**src/hdl/lces_pkg.sv**
```systemverilog
`timescale 1ns / 1ps
// ----------------------------------------------------------------------------
// lces_pkg
// shared types and constants of the led color effect sequencer
// ----------------------------------------------------------------------------
package lces_pkg;

    localparam int COLOR_W = 8;
    localparam int CFG_IDX_W = 3;
    localparam int CFG_DATA_W = 8;
    localparam int S_DATA_W = 8;
    localparam int M_DATA_W = 3 * COLOR_W;

    typedef enum logic [1:0] {
        MODE_FADE   = 2'd0,
        MODE_SEVEN  = 2'd1,
        MODE_THREE  = 2'd2,
        MODE_STROBE = 2'd3
    } effect_mode_t;

    localparam logic [CFG_IDX_W-1:0] REG_EFFECT_MODE      = 3'd0;
    localparam logic [CFG_IDX_W-1:0] REG_STEP_PERIOD      = 3'd1;
    localparam logic [CFG_IDX_W-1:0] REG_BRIGHTNESS       = 3'd2;
    localparam logic [CFG_IDX_W-1:0] REG_STROBE_ON_TICKS  = 3'd3;
    localparam logic [CFG_IDX_W-1:0] REG_STROBE_OFF_TICKS = 3'd4;

    localparam logic [COLOR_W-1:0] SEVEN_STEP  = 8'd43;
    localparam logic [COLOR_W-1:0] SEVEN_LIMIT = 8'd200;
    localparam logic [COLOR_W-1:0] THREE_STEP  = 8'd85;
    localparam logic [COLOR_W-1:0] THREE_LIMIT = 8'd100;
    localparam logic [COLOR_W-1:0] FULL_LEVEL  = 8'd255;
    localparam logic [COLOR_W-1:0] HUE_RESET   = 8'd170;

    localparam logic [COLOR_W-1:0] STEP_PERIOD_RESET = 8'd10;
    localparam logic [COLOR_W-1:0] BRIGHTNESS_RESET  = 8'd128;
    localparam logic [COLOR_W-1:0] STROBE_ON_RESET   = 8'd10;
    localparam logic [COLOR_W-1:0] STROBE_OFF_RESET  = 8'd200;

endpackage

```
**src/hdl/led_color_effect_sequencer_core.sv**
```systemverilog
`timescale 1ns / 1ps
// ----------------------------------------------------------------------------
// led_color_effect_sequencer_core
// steps a hue / saturation / value color once per tick request
// ----------------------------------------------------------------------------
// Each accepted request carries one tick flag and yields one color result in
// the next cycle. A request is taken every cycle while the result register is
// empty or its result is being taken, so the block sustains one request per clock;
// the only limit is the single result register and the downstream tready. The user
// must write registers via the plain cfg write port only while idle (not enforced).
module led_color_effect_sequencer_core
    import lces_pkg::*;
(
    input  logic                  aclk,
    input  logic                  aresetn,
    input  logic                  cfg_we,
    input  logic [CFG_IDX_W-1:0]  cfg_index,
    input  logic [CFG_DATA_W-1:0] cfg_data,
    input  logic                  s_tvalid,
    output logic                  s_tready,
    input  logic [S_DATA_W-1:0]   s_tdata,   // [0] tick, [7:1] zero
    output logic                  m_tvalid,
    input  logic                  m_tready,
    output logic [M_DATA_W-1:0]   m_tdata    // [7:0] hue_out, [15:8] saturation_out,
                                             // [23:16] value_out
);

    effect_mode_t       mode_reg;
    logic [COLOR_W-1:0] step_period_reg;
    logic [COLOR_W-1:0] brightness_reg;
    logic [COLOR_W-1:0] strobe_on_reg;
    logic [COLOR_W-1:0] strobe_off_reg;

    logic [COLOR_W-1:0] cnt_reg, cnt_next;
    logic               phase_reg, phase_next;
    logic [COLOR_W-1:0] hue_reg, hue_next;
    logic [COLOR_W-1:0] sat_reg, sat_next;
    logic [COLOR_W-1:0] val_reg, val_next;

    logic                m_valid_reg;
    logic [M_DATA_W-1:0] m_data_reg;

    logic accept;
    logic tick;

    assign s_tready = !m_valid_reg || m_tready;
    assign accept   = s_tvalid && s_tready;
    assign tick     = s_tdata[0];
    assign m_tvalid = m_valid_reg;
    assign m_tdata  = m_data_reg;

    // configuration
    always_ff @(posedge aclk) begin
        if (!aresetn) begin
            mode_reg        <= MODE_STROBE;
            step_period_reg <= STEP_PERIOD_RESET;
            brightness_reg  <= BRIGHTNESS_RESET;
            strobe_on_reg   <= STROBE_ON_RESET;
            strobe_off_reg  <= STROBE_OFF_RESET;
        end else if (cfg_we) begin
            unique case (cfg_index)
                REG_EFFECT_MODE:      mode_reg        <= effect_mode_t'(cfg_data[1:0]);
                REG_STEP_PERIOD:      step_period_reg <= cfg_data;
                REG_BRIGHTNESS:       brightness_reg  <= cfg_data;
                REG_STROBE_ON_TICKS:  strobe_on_reg   <= cfg_data;
                REG_STROBE_OFF_TICKS: strobe_off_reg  <= cfg_data;
                default: ;
            endcase
        end
    end

    // effect step
    always_comb begin
        cnt_next   = cnt_reg;
        phase_next = phase_reg;
        hue_next   = hue_reg;
        sat_next   = sat_reg;
        val_next   = val_reg;
        if (tick) begin
            if (mode_reg == MODE_STROBE) begin
                cnt_next = cnt_reg + 8'd1;
                if (!phase_reg) begin
                    if (cnt_reg == strobe_off_reg) begin
                        cnt_next   = 8'd1;
                        val_next   = FULL_LEVEL;
                        sat_next   = FULL_LEVEL;
                        phase_next = 1'b1;
                    end
                end else if (cnt_reg == strobe_on_reg) begin
                    cnt_next   = 8'd1;
                    val_next   = '0;
                    phase_next = 1'b0;
                end
            end else if (cnt_reg == step_period_reg) begin
                cnt_next = '0;
                sat_next = FULL_LEVEL;
                val_next = brightness_reg;
                unique case (mode_reg)
                    MODE_FADE:  hue_next = hue_reg + 8'd1;
                    MODE_SEVEN: hue_next = (hue_reg < SEVEN_LIMIT) ? hue_reg + SEVEN_STEP : '0;
                    default:    hue_next = (hue_reg < THREE_LIMIT) ? hue_reg + THREE_STEP : '0;
                endcase
            end else begin
                cnt_next = cnt_reg + 8'd1;
            end
        end
    end

    always_ff @(posedge aclk) begin
        if (!aresetn) begin
            cnt_reg   <= '0;
            phase_reg <= 1'b0;
            hue_reg   <= HUE_RESET;
            sat_reg   <= FULL_LEVEL;
            val_reg   <= FULL_LEVEL;
        end else if (accept) begin
            cnt_reg   <= cnt_next;
            phase_reg <= phase_next;
            hue_reg   <= hue_next;
            sat_reg   <= sat_next;
            val_reg   <= val_next;
        end
    end

    // result register
    always_ff @(posedge aclk) begin
        if (!aresetn) begin
            m_valid_reg <= 1'b0;
        end else if (accept) begin
            m_valid_reg <= 1'b1;
        end else if (m_tready) begin
            m_valid_reg <= 1'b0;
        end
    end

    always_ff @(posedge aclk) begin
        if (accept) begin
            m_data_reg <= {val_next, sat_next, hue_next};
        end
    end

`ifndef NO_ASSERTIONS
    a_result_follows: assert property (@(posedge aclk) disable iff (!aresetn)
        accept |=> m_tvalid && m_tdata == {val_reg, sat_reg, hue_reg})
        else $error("result does not match color state after request");

    a_hold_no_tick: assert property (@(posedge aclk) disable iff (!aresetn)
        accept && !tick |=> $stable(hue_reg) && $stable(sat_reg) && $stable(val_reg)
            && $stable(cnt_reg))
        else $error("state changed on request without tick");

    a_phase_only_strobe: assert property (@(posedge aclk) disable iff (!aresetn)
        !(accept && tick && mode_reg == MODE_STROBE) |=> $stable(phase_reg))
        else $error("strobe phase changed outside strobe tick");
`endif

endmodule

```
**config.mk**
```make
export PLATFORM = sky130hd
export DESIGN_NAME = led_color_effect_sequencer_core
export DESIGN_NICKNAME = d
export VERILOG_FILES = /design/src/hdl/lces_pkg.sv /design/src/hdl/led_color_effect_sequencer_core.sv
export SDC_FILE = /design/constraint.sdc
export NUM_CORES = 1
export LEC_CHECK = 0
export BUFFER_PORTS_ARGS = -buffer_cell sky130_fd_sc_hd__buf_2
export CAP_MARGIN = 20
export CORE_UTILIZATION = 35
export CTS_BUF_LIST = sky130_fd_sc_hd__clkbuf_2
export DETAILED_ROUTE_END_ITERATION = 7
export SKIP_CTS_REPAIR_TIMING = 1
export SYNTH_ARGS = -nofsm -noshare
export SYNTH_HDL_FRONTEND = slang
export SYNTH_SLANG_ARGS = --single-unit
export TNS_END_PERCENT = 30
```
**constraint.sdc**
```tcl
create_clock -name aclk -period 2.5 [get_ports aclk]
set_input_delay 0.5 -clock aclk [delete_from_list [all_inputs] [get_ports aclk]]
set_output_delay 0.5 -clock aclk [all_outputs]
set_load 0.005 [all_outputs]
```
Yosys cells after proc, flatten, opt, wreduce, memory -nomap -nowiden
Index checks and enable logic that the tools add are counted.
{"block": "totals", "reg_bits": 92, "latchBits": 0, "ram_bits": 0, "romBits": 0, "out_inout_bits": 26, "word_cells": 67, "n_memories": 0}
{"block": "op_classes", "n_addsub": 4, "multipliers": 0, "div_mod_pow": 0, "magnitude_cmp": 2, "n_eq_ne": 9, "shifts": 0, "mux": 27, "bitwise_logic": 0, "n_reduce_logical": 13}
{"cell": "$mux 8", "count": 21}
{"cell": "$eq 8x8->1", "count": 3}
{"cell": "$add 8x1->8 const B", "count": 2}
{"cell": "$pmux 8 s2", "count": 1}
{"cell": "$reduce_and 2->1", "count": 6}
{"cell": "$add 8x6->8 const B", "count": 1}
{"cell": "$add 8x7->8 const B", "count": 1}
{"cell": "$lt 8x7->1 const B", "count": 1}
{"cell": "$lt 8x8->1 const B", "count": 1}
{"cell": "$eq 3x2->1 const B", "count": 2}
{"cell": "$mux 1", "count": 5}
{"cell": "$eq 3x1->1 const B", "count": 1}
{"cell": "$eq 3x3->1 const B", "count": 1}
{"cell": "$logic_not 3->1", "count": 1}
{"cell": "$reduce_and 3->1", "count": 1}
{"cell": "$eq 2x1->1 const B", "count": 1}
{"cell": "$eq 2x2->1 const B", "count": 1}
{"cell": "$logic_not 2->1", "count": 1}
{"cell": "$reduce_bool 2->1", "count": 1}
{"cell": "$logic_and 1x1->1", "count": 1}
{"cell": "$logic_not 1->1", "count": 1}
{"cell": "$logic_or 1x1->1", "count": 1}

Logic depth before layout (Yosys ltp)
Gate-level depths: netlist of run 1.
{"block": "depth", "word_depth": 6, "mapped_depth": 9, "depth_no_buf": 8}

Worst setup path after synthesis of run 1
OpenSTA, ideal clock, no wires.
{"block": "synth_path", "path_type": "input-to-reg", "from": "input m_tready", "to": "register m_data_reg[0] (netlist: m_tdata[0]) (enable)", "setup_time_ps": 398, "t_arrival_ps": 1735, "required_time_ps": 2102, "path_slack_ps": 368, "path_stages": 4, "path_buffers": 1, "path_cell_list": "nand2b_1 nand2_1 clkinv_1 clkbuf_1"}
{"block": "synth_via", "elab_chain_len": 2}
{"item": "start: declaration", "line_no": "led_color_effect_sequencer_core.sv:23", "text": "input logic m_tready,"}
{"item": "$logic_or 1x1->1", "line_no": "led_color_effect_sequencer_core.sv:46", "text": "assign s_tready = !m_valid_reg || m_tready;"}
{"item": "$logic_and 1x1->1", "line_no": "led_color_effect_sequencer_core.sv:47", "text": "assign accept = s_tvalid && s_tready;"}
{"item": "net accept", "line_no": "led_color_effect_sequencer_core.sv:43", "text": "logic accept;"}
{"item": "end signal: assignment", "line_no": "led_color_effect_sequencer_core.sv:138", "text": "m_data_reg <= {val_next, sat_next, hue_next};"}
{"item": "end: declaration", "line_no": "led_color_effect_sequencer_core.sv:41", "text": "logic [M_DATA_W-1:0] m_data_reg;"}
The timed path passes the listed nets, and every way through them passes these cells.
A chain may end at the register's enable or synchronous reset.

Final worst setup path of run 1
{"block": "layout_path", "from": "register cnt_reg[1]", "to": "register val_reg[0]"}
{"block": "layout_via", "elab_chain_len": 5}
{"item": "start: declaration", "line_no": "led_color_effect_sequencer_core.sv:34", "text": "logic [COLOR_W-1:0] cnt_reg, cnt_next;"}
{"item": "start signal: assignment", "line_no": "led_color_effect_sequencer_core.sv:117", "text": "cnt_reg <= cnt_next;"}
{"item": "$eq 8x8->1, on equally long branches", "line_no": "led_color_effect_sequencer_core.sv:83, led_color_effect_sequencer_core.sv:89"}
{"item": "$mux 8, on equally long branches", "line_no": "led_color_effect_sequencer_core.sv:83, led_color_effect_sequencer_core.sv:89"}
{"item": "$mux 8", "line_no": "led_color_effect_sequencer_core.sv:82", "text": "if (!phase_reg) begin"}
{"item": "$mux 8 (*)", "line_no": "led_color_effect_sequencer_core.sv:80", "text": "if (mode_reg == MODE_STROBE) begin"}
{"item": "$mux 8 (*)", "line_no": "led_color_effect_sequencer_core.sv:79", "text": "if (tick) begin"}
{"item": "end signal: assignment", "line_no": "led_color_effect_sequencer_core.sv:121", "text": "val_reg <= val_next;"}
{"item": "end: declaration", "line_no": "led_color_effect_sequencer_core.sv:38", "text": "logic [COLOR_W-1:0] val_reg, val_next;"}
Every way passes the cells marked *; elsewhere a longest branch is shown, timed or not.

==> results of run 1 <==
final cells by class:
cell class	count	area, um2	area share
Antenna cell	1	2.50	0.000489
Clock buffer	9	45.0	0.00880
Clock inverter	7	72.6	0.0142
Inverter	9	33.8	0.00660
Multi-Input combinational cell	385	2290	0.448
Sequential cell	92	2080	0.407
Tap cell	172	215	0.0421
Timing Repair Buffer	64	375	0.0733
metrics by stage:
| step | hold slack (ns) | total power, mW | std cells | util | area, um2 |
|---|---|---|---|---|---|
| 3_5_place_dp | 0.420 | 1.80 | 722 | 0.394 | 5000 |
| 5_1_grt | 0.0615 | 2.64 | 739 | 0.404 | 5120 |
| 3_3_place_gp | 0.417 | 1.80 | 722 | 0.394 | 5000 |
| 4_1_cts | 0.0621 | 2.56 | 738 | 0.404 | 5110 |
| 2_1_floorplan | 0.408 | 1.73 | 519 | - | 4570 |
| 6_report | 0.109 | 2.53 | 739 | 0.404 | 5120 |
metal layers:
metal / global-route usage / wire length (um) / share of wire
met5: 0 / 0 / 0
met2: 0.270 / 4850 / 0.45
met1: 0.226 / 5090 / 0.48
met4: 0.0607 / 128 / 0.012
met3: 0.0420 / 591 / 0.055
critical path, stage by stage, from the launching register on:
cell and delay [ns]:
dfxtp_1 0.55, xor2_1 0.14, or3_4 0.39, nor3_4 0.18, and2_1 0.37, a211oi_1 0.12
o31ai_1 0.25
path summary, 6_finish.rpt:
path                                               from                      end  slack (ns)  cells past startpoint
worst max register to register  cnt_reg[1]$_SDFFE_PN0P_  val_reg[0]$_SDFFE_PN1P_        0.42                      6
worst max-delay path            cnt_reg[1]$_SDFFE_PN0P_  val_reg[0]$_SDFFE_PN1P_        0.42                      6
worst min-delay path                           s_tvalid    m_tvalid$_SDFFE_PN0P_        0.11                      3
worst min register to register  sat_reg[2]$_SDFFE_PN1P_  sat_reg[2]$_SDFFE_PN1P_        0.48                      1
where the power goes:
part | switching [mW] | internal [mW] | total [mW]
registers | 0.0195 | 1.56 | 1.58
clock network | 0.586 | 0.167 | 0.753
logic | 0.123 | 0.0701 | 0.193
total | 0.729 | 1.80 | 2.53
synth_stat cells, types with 2 or more instances:
cell / instances / area share
xnor2_1: 27 / 0.052
a211oi_1: 9 / 0.015
dfxtp_1: 68 / 0.30
o211a_1: 9 / 0.020
nand4_1: 7 / 0.0096
buf_2: 10 / 0.011
o31ai_1: 7 / 0.011
mux2i_1: 11 / 0.024
edfxtp_1: 24 / 0.16
a31oi_1: 5 / 0.0068
o21a_1: 10 / 0.016
nand3_1: 15 / 0.016
o311a_1: 2 / 0.0044
nor2b_1: 2 / 0.0027
nand2_1: 96 / 0.079
or2_2: 10 / 0.014
and2_1: 4 / 0.0055
buf_4: 2 / 0.0033
nor2_1: 35 / 0.029
inv_1: 8 / 0.0066
a21o_1: 2 / 0.0033
o211ai_1: 5 / 0.0082
clkbuf_1: 17 / 0.014
nor3_1: 9 / 0.0098
and3_1: 6 / 0.0082
o31ai_2: 2 / 0.0055
nor3_4: 2 / 0.0071
nand2b_1: 10 / 0.014
o21ai_0: 23 / 0.025
a21oi_1: 43 / 0.047
buf_6: 3 / 0.0074
or3_1: 3 / 0.0041
xor2_1: 7 / 0.013
ha_1: 3 / 0.0082
kinds of logic after synthesis:
logic type | count (synthesis) | synth area share
AOI/OAI and AO/OA | 128 | 0.185
xor gates and xnor gates | 34 | 0.0651
adders and majority gates | 3 | 0.00821
buffers and inverters | 42 | 0.0438
DFF | 92 | 0.455
muxes | 12 | 0.0265
and+or+nand+nor | 208 | 0.216
==> flow_summary.json, run 1 <==
{
  "status": "finished clean",
  "overflow": 0,
  "nets": 588,
  "critical_path_arrival_ns": 2.59,
  "max_freq_ghz": 0.481,
  "globalplace.congestion": 0.866,
  "drv_cap": 0,
  "h-tree-depth": 3,
  "worstHoldPathType": "primary input to flip-flop",
  "max-vdd-ir-drop_uv": 193,
  "rsz0062_at_grt": "false",
  "grt_pass1_wl_um": 17800,
  "track_usage": 0.171,
  "grt_pass1_vias": 3561,
  "synth-edff-count": 24,
  "wirelength_um": 10700,
  "clock_latency_ns": 0.59,
  "setup_viol": 0,
  "tns_ns": 0,
  "drt.antenna.violating_nets": 0,
  "layout-drive-gt1-share": 0.178,
  "worst-path-max-fanout": 8,
  "layout_common_cells": "nand2_1, dfxtp_1, a21oi_1",
  "start_util": 0.361,
  "grt_max_degree": 29,
  "final_common_cell": "nand2_1",
  "synth-seq-cells": 92,
  "die-area_um2": 13500,
  "syn_nets": 546,
  "rows": 41,
  "required_ns": 3.01,
  "pin_count": 50,
  "drt_iter0_drc": 275,
  "power_density_nw_per_um2": 494,
  "antenna_found_initial": 1,
  "layout_min_cycle_time_ns": 2.08,
  "areaGrowthSynthToFinish_pct": 11.9,
  "dp_hpwl_um": 7820,
  "yosysWarnings": 0,
  "die_h_um": 116,
  "largest_register_ffs": 24,
  "num_vias": 3780,
  "worst_pin_slew_ns": 0.655,
  "max_slew_margin": 0.562,
  "max-clock-path-buffers": 2,
  "synth_area_per_cell_um2": 8.81,
  "wire_per_inst_um": 14.4,
  "min_period_over_period": 0.832,
  "drc_errors": 0,
  "synthFlopType": "dfxtp_1",
  "numPortBuffers": 42,
  "post-place-ws_ns": 0.438,
  "maxSlewViolCount": 0,
  "synthCells": 519,
  "root_buffer": "clkbuf_2",
  "core_area_um2": 12700,
  "p_leak_nw": 1.81,
  "cts_tree": "built",
  "clkTransAtPathRegs_ns": 0.30,
  "fillers": 1291,
  "cp-start-kind": "flip-flop",
  "crit_type": "flip-flop to flip-flop",
  "synthArstFlopShare": 0,
  "numCtsBuffers": 9,
  "cts.sinks": 92,
  "timing.final.hold_violations": 0,
  "synth_cell_type_count": 57,
  "firstDrtPassIters": 6,
  "skew_ns": 0.0362,
  "synth_area_um2": 4570,
  "setup_ws_ns": 0.420,
  "yosysSeqAreaShare": 0.455,
  "viasPerCell": 5.12,
  "cp-end-kind": "flip-flop",
  "die_x_um": 116
}
No activity file was read; power rests on OpenSTA's default activity.
==> run 2: changes to the inputs <==
==> constraint.sdc (replaced) <==
create_clock -name aclk -period 2.1 [get_ports aclk]
set_input_delay 0.42 -clock aclk [delete_from_list [all_inputs] [get_ports aclk]]
set_output_delay 0.42 -clock aclk [all_outputs]
set_load 0.005 [all_outputs]
==> run 2 against run 1 <==
Clock-buffer cell count did not move. Via count increased by 0.95%. Highest routed layer unchanged. Utilization is 0.89 points higher. Global-route usage fell by 0.40 points. Sequential share of layout area fell by 0.80 points.
==> flow_summary.json, run 2 (synthesis results as in run 1) <==
{
  "status": "finished clean",
  "numPortBuffers": 42,
  "wirelength_um": 10600,
  "cts_tree": "built",
  "dp_hpwl_um": 7780,
  "h-tree-depth": 3,
  "critical_path_arrival_ns": 2.38,
  "fillers": 1293,
  "crit_slowest_cell": "dfxtp_1",
  "layout_min_cycle_time_ns": 2.01,
  "min_delay_path_depth": 3,
  "maxSlewViolCount": 0,
  "power_density_nw_per_um2": 579,
  "nets": 598,
  "viasPerCell": 5.10,
  "layout_common_cells": "nand2_1, dfxtp_1, a21oi_1",
  "setup_viol": 0,
  "multi_input_area_um2": 2290,
  "areaGrowthSynthToFinish_pct": 14.4,
  "skew_ns": 0.0212,
  "antenna_found_initial": 0,
  "layout-drive-gt1-share": 0.198,
  "worst-path-max-fanout": 11,
  "clock_latency_ns": 0.59,
  "die-area_um2": 13500,
  "cp-start-kind": "flip-flop",
  "worst_pin_slew_ns": 0.482,
  "die_h_um": 116,
  "power_mw": 3.03,
  "final_cells": 748,
  "worst-path-stages": 6,
  "drv_cap": 0,
  "wire_per_inst_um": 14.2,
  "cpPeakStageDelay_ns": 0.63,
  "max_freq_ghz": 0.497,
  "drc_errors": 0,
  "overflow": 0,
  "n_antenna_cell": 0,
  "clkTransAtPathRegs_ns": 0.29,
  "pin_count": 50,
  "p_leak_nw": 1.88,
  "worstHoldPathType": "primary input to flip-flop",
  "crit_chain": "o311a_1, nor3b_2, buf_4, nand3_1, mux2i_1, or3b_2",
  "rows": 41,
  "largest_register_ffs": 24,
  "root_buffer": "clkbuf_2",
  "grt_pass1_vias": 3460,
  "post-place-ws_ns": 0.0447,
  "drt.antenna.violating_nets": 0,
  "grt_pass1_wl_um": 17300,
  "seqCellArea_um2": 2090,
  "numCtsBuffers": 9,
  "fin_util": 0.413,
  "rsz0062_at_grt": "true",
  "required_ns": 2.46,
  "drt_iter0_drc": 216,
  "crit_type": "flip-flop to flip-flop",
  "dp_cells": 731,
  "final_common_cell": "nand2_1",
  "max-clock-path-buffers": 2,
  "rr_worst_depth": 6,
  "firstDrtPassIters": 5,
  "timing.final.hold_violations": 0,
  "start_util": 0.361,
  "grt_max_degree": 50,
  "core_area_um2": 12700,
  "max_slew_margin": 0.678,
  "cp-end-kind": "flip-flop",
  "min_period_over_period": 0.959,
  "max-vdd-ir-drop_uv": 280,
  "setup_ws_ns": 0.0859,
  "track_usage": 0.167,
  "globalplace.congestion": 0.936,
  "cpLargestDelayFamily": "flip-flops",
  "crit_buf_inv": 1,
  "cts.sinks": 92,
  "die_x_um": 116,
  "num_vias": 3816
}
==> run 2: changes by cell type in the layout (fill, tap and decap cells not counted), moves of 2 or more <==
cell,delta
buf_12,+2
dfxtp_1,-3
dfxtp_2,+3
buf_4,+7
==> run 2: worst paths after layout <==
path / slack [ns] / to / start
worst min-delay path: 0.08 / strobe_on_reg[5]$_SDFFE_PN0P_ / cfg_data[5]
worst max-delay path: 0.09 / m_tdata[3]$_DFFE_PP_ / hue_reg[6]$_SDFFE_PN0P_
worst min register to register: 0.48 / sat_reg[6]$_SDFFE_PN1P_ / sat_reg[6]$_SDFFE_PN1P_
worst max register to register: 0.09 / m_tdata[3]$_DFFE_PP_ / hue_reg[6]$_SDFFE_PN0P_
==> run 2: report_power, final <==
group | switching [mW] | internal [mW]
logic | 0.151 | 0.0912
clock network | 0.701 | 0.204
registers | 0.0216 | 1.86
total | 0.873 | 2.15
==> run 2: worst register-to-register path, stage by stage, from the launching register on <==
cell	delay, ns
dfxtp_1	0.63
o311a_1	0.29
nor3b_2	0.06
buf_4	0.17
nand3_1	0.08
mux2i_1	0.10
or3b_2	0.48
==> run 2: final cells by class <==
| class | instances | area share |
|---|---|---|
| Clock buffer | 9 | 0.00861 |
| Clock inverter | 7 | 0.0151 |
| Inverter | 9 | 0.00646 |
| Multi-Input combinational cell | 385 | 0.439 |
| Sequential cell | 92 | 0.399 |
| Tap cell | 172 | 0.0411 |
| Timing Repair Buffer | 74 | 0.0914 |
==> run 2: layer usage <==
layer / vias to the layer above / wire [um] / global-route usage
met5: - / 0 / 0
met4: 0 / 126 / 0.0607
met3: 11 / 584 / 0.0317
met2: 108 / 4740 / 0.256
met1: 1774 / 5170 / 0.232
li1: 1923 / - / -
==> run 2: through the flow <==
step           instance area, um2  TNS (ns)  hold WS, ns
6_report                     5230         0       0.0759
3_3_place_gp                 5090         0        0.418
4_1_cts                      5210   -0.0154      -0.0235
2_1_floorplan                4570         0        0.408
5_1_grt                      5230  -0.00105       0.0272
3_5_place_dp                 5090         0        0.421
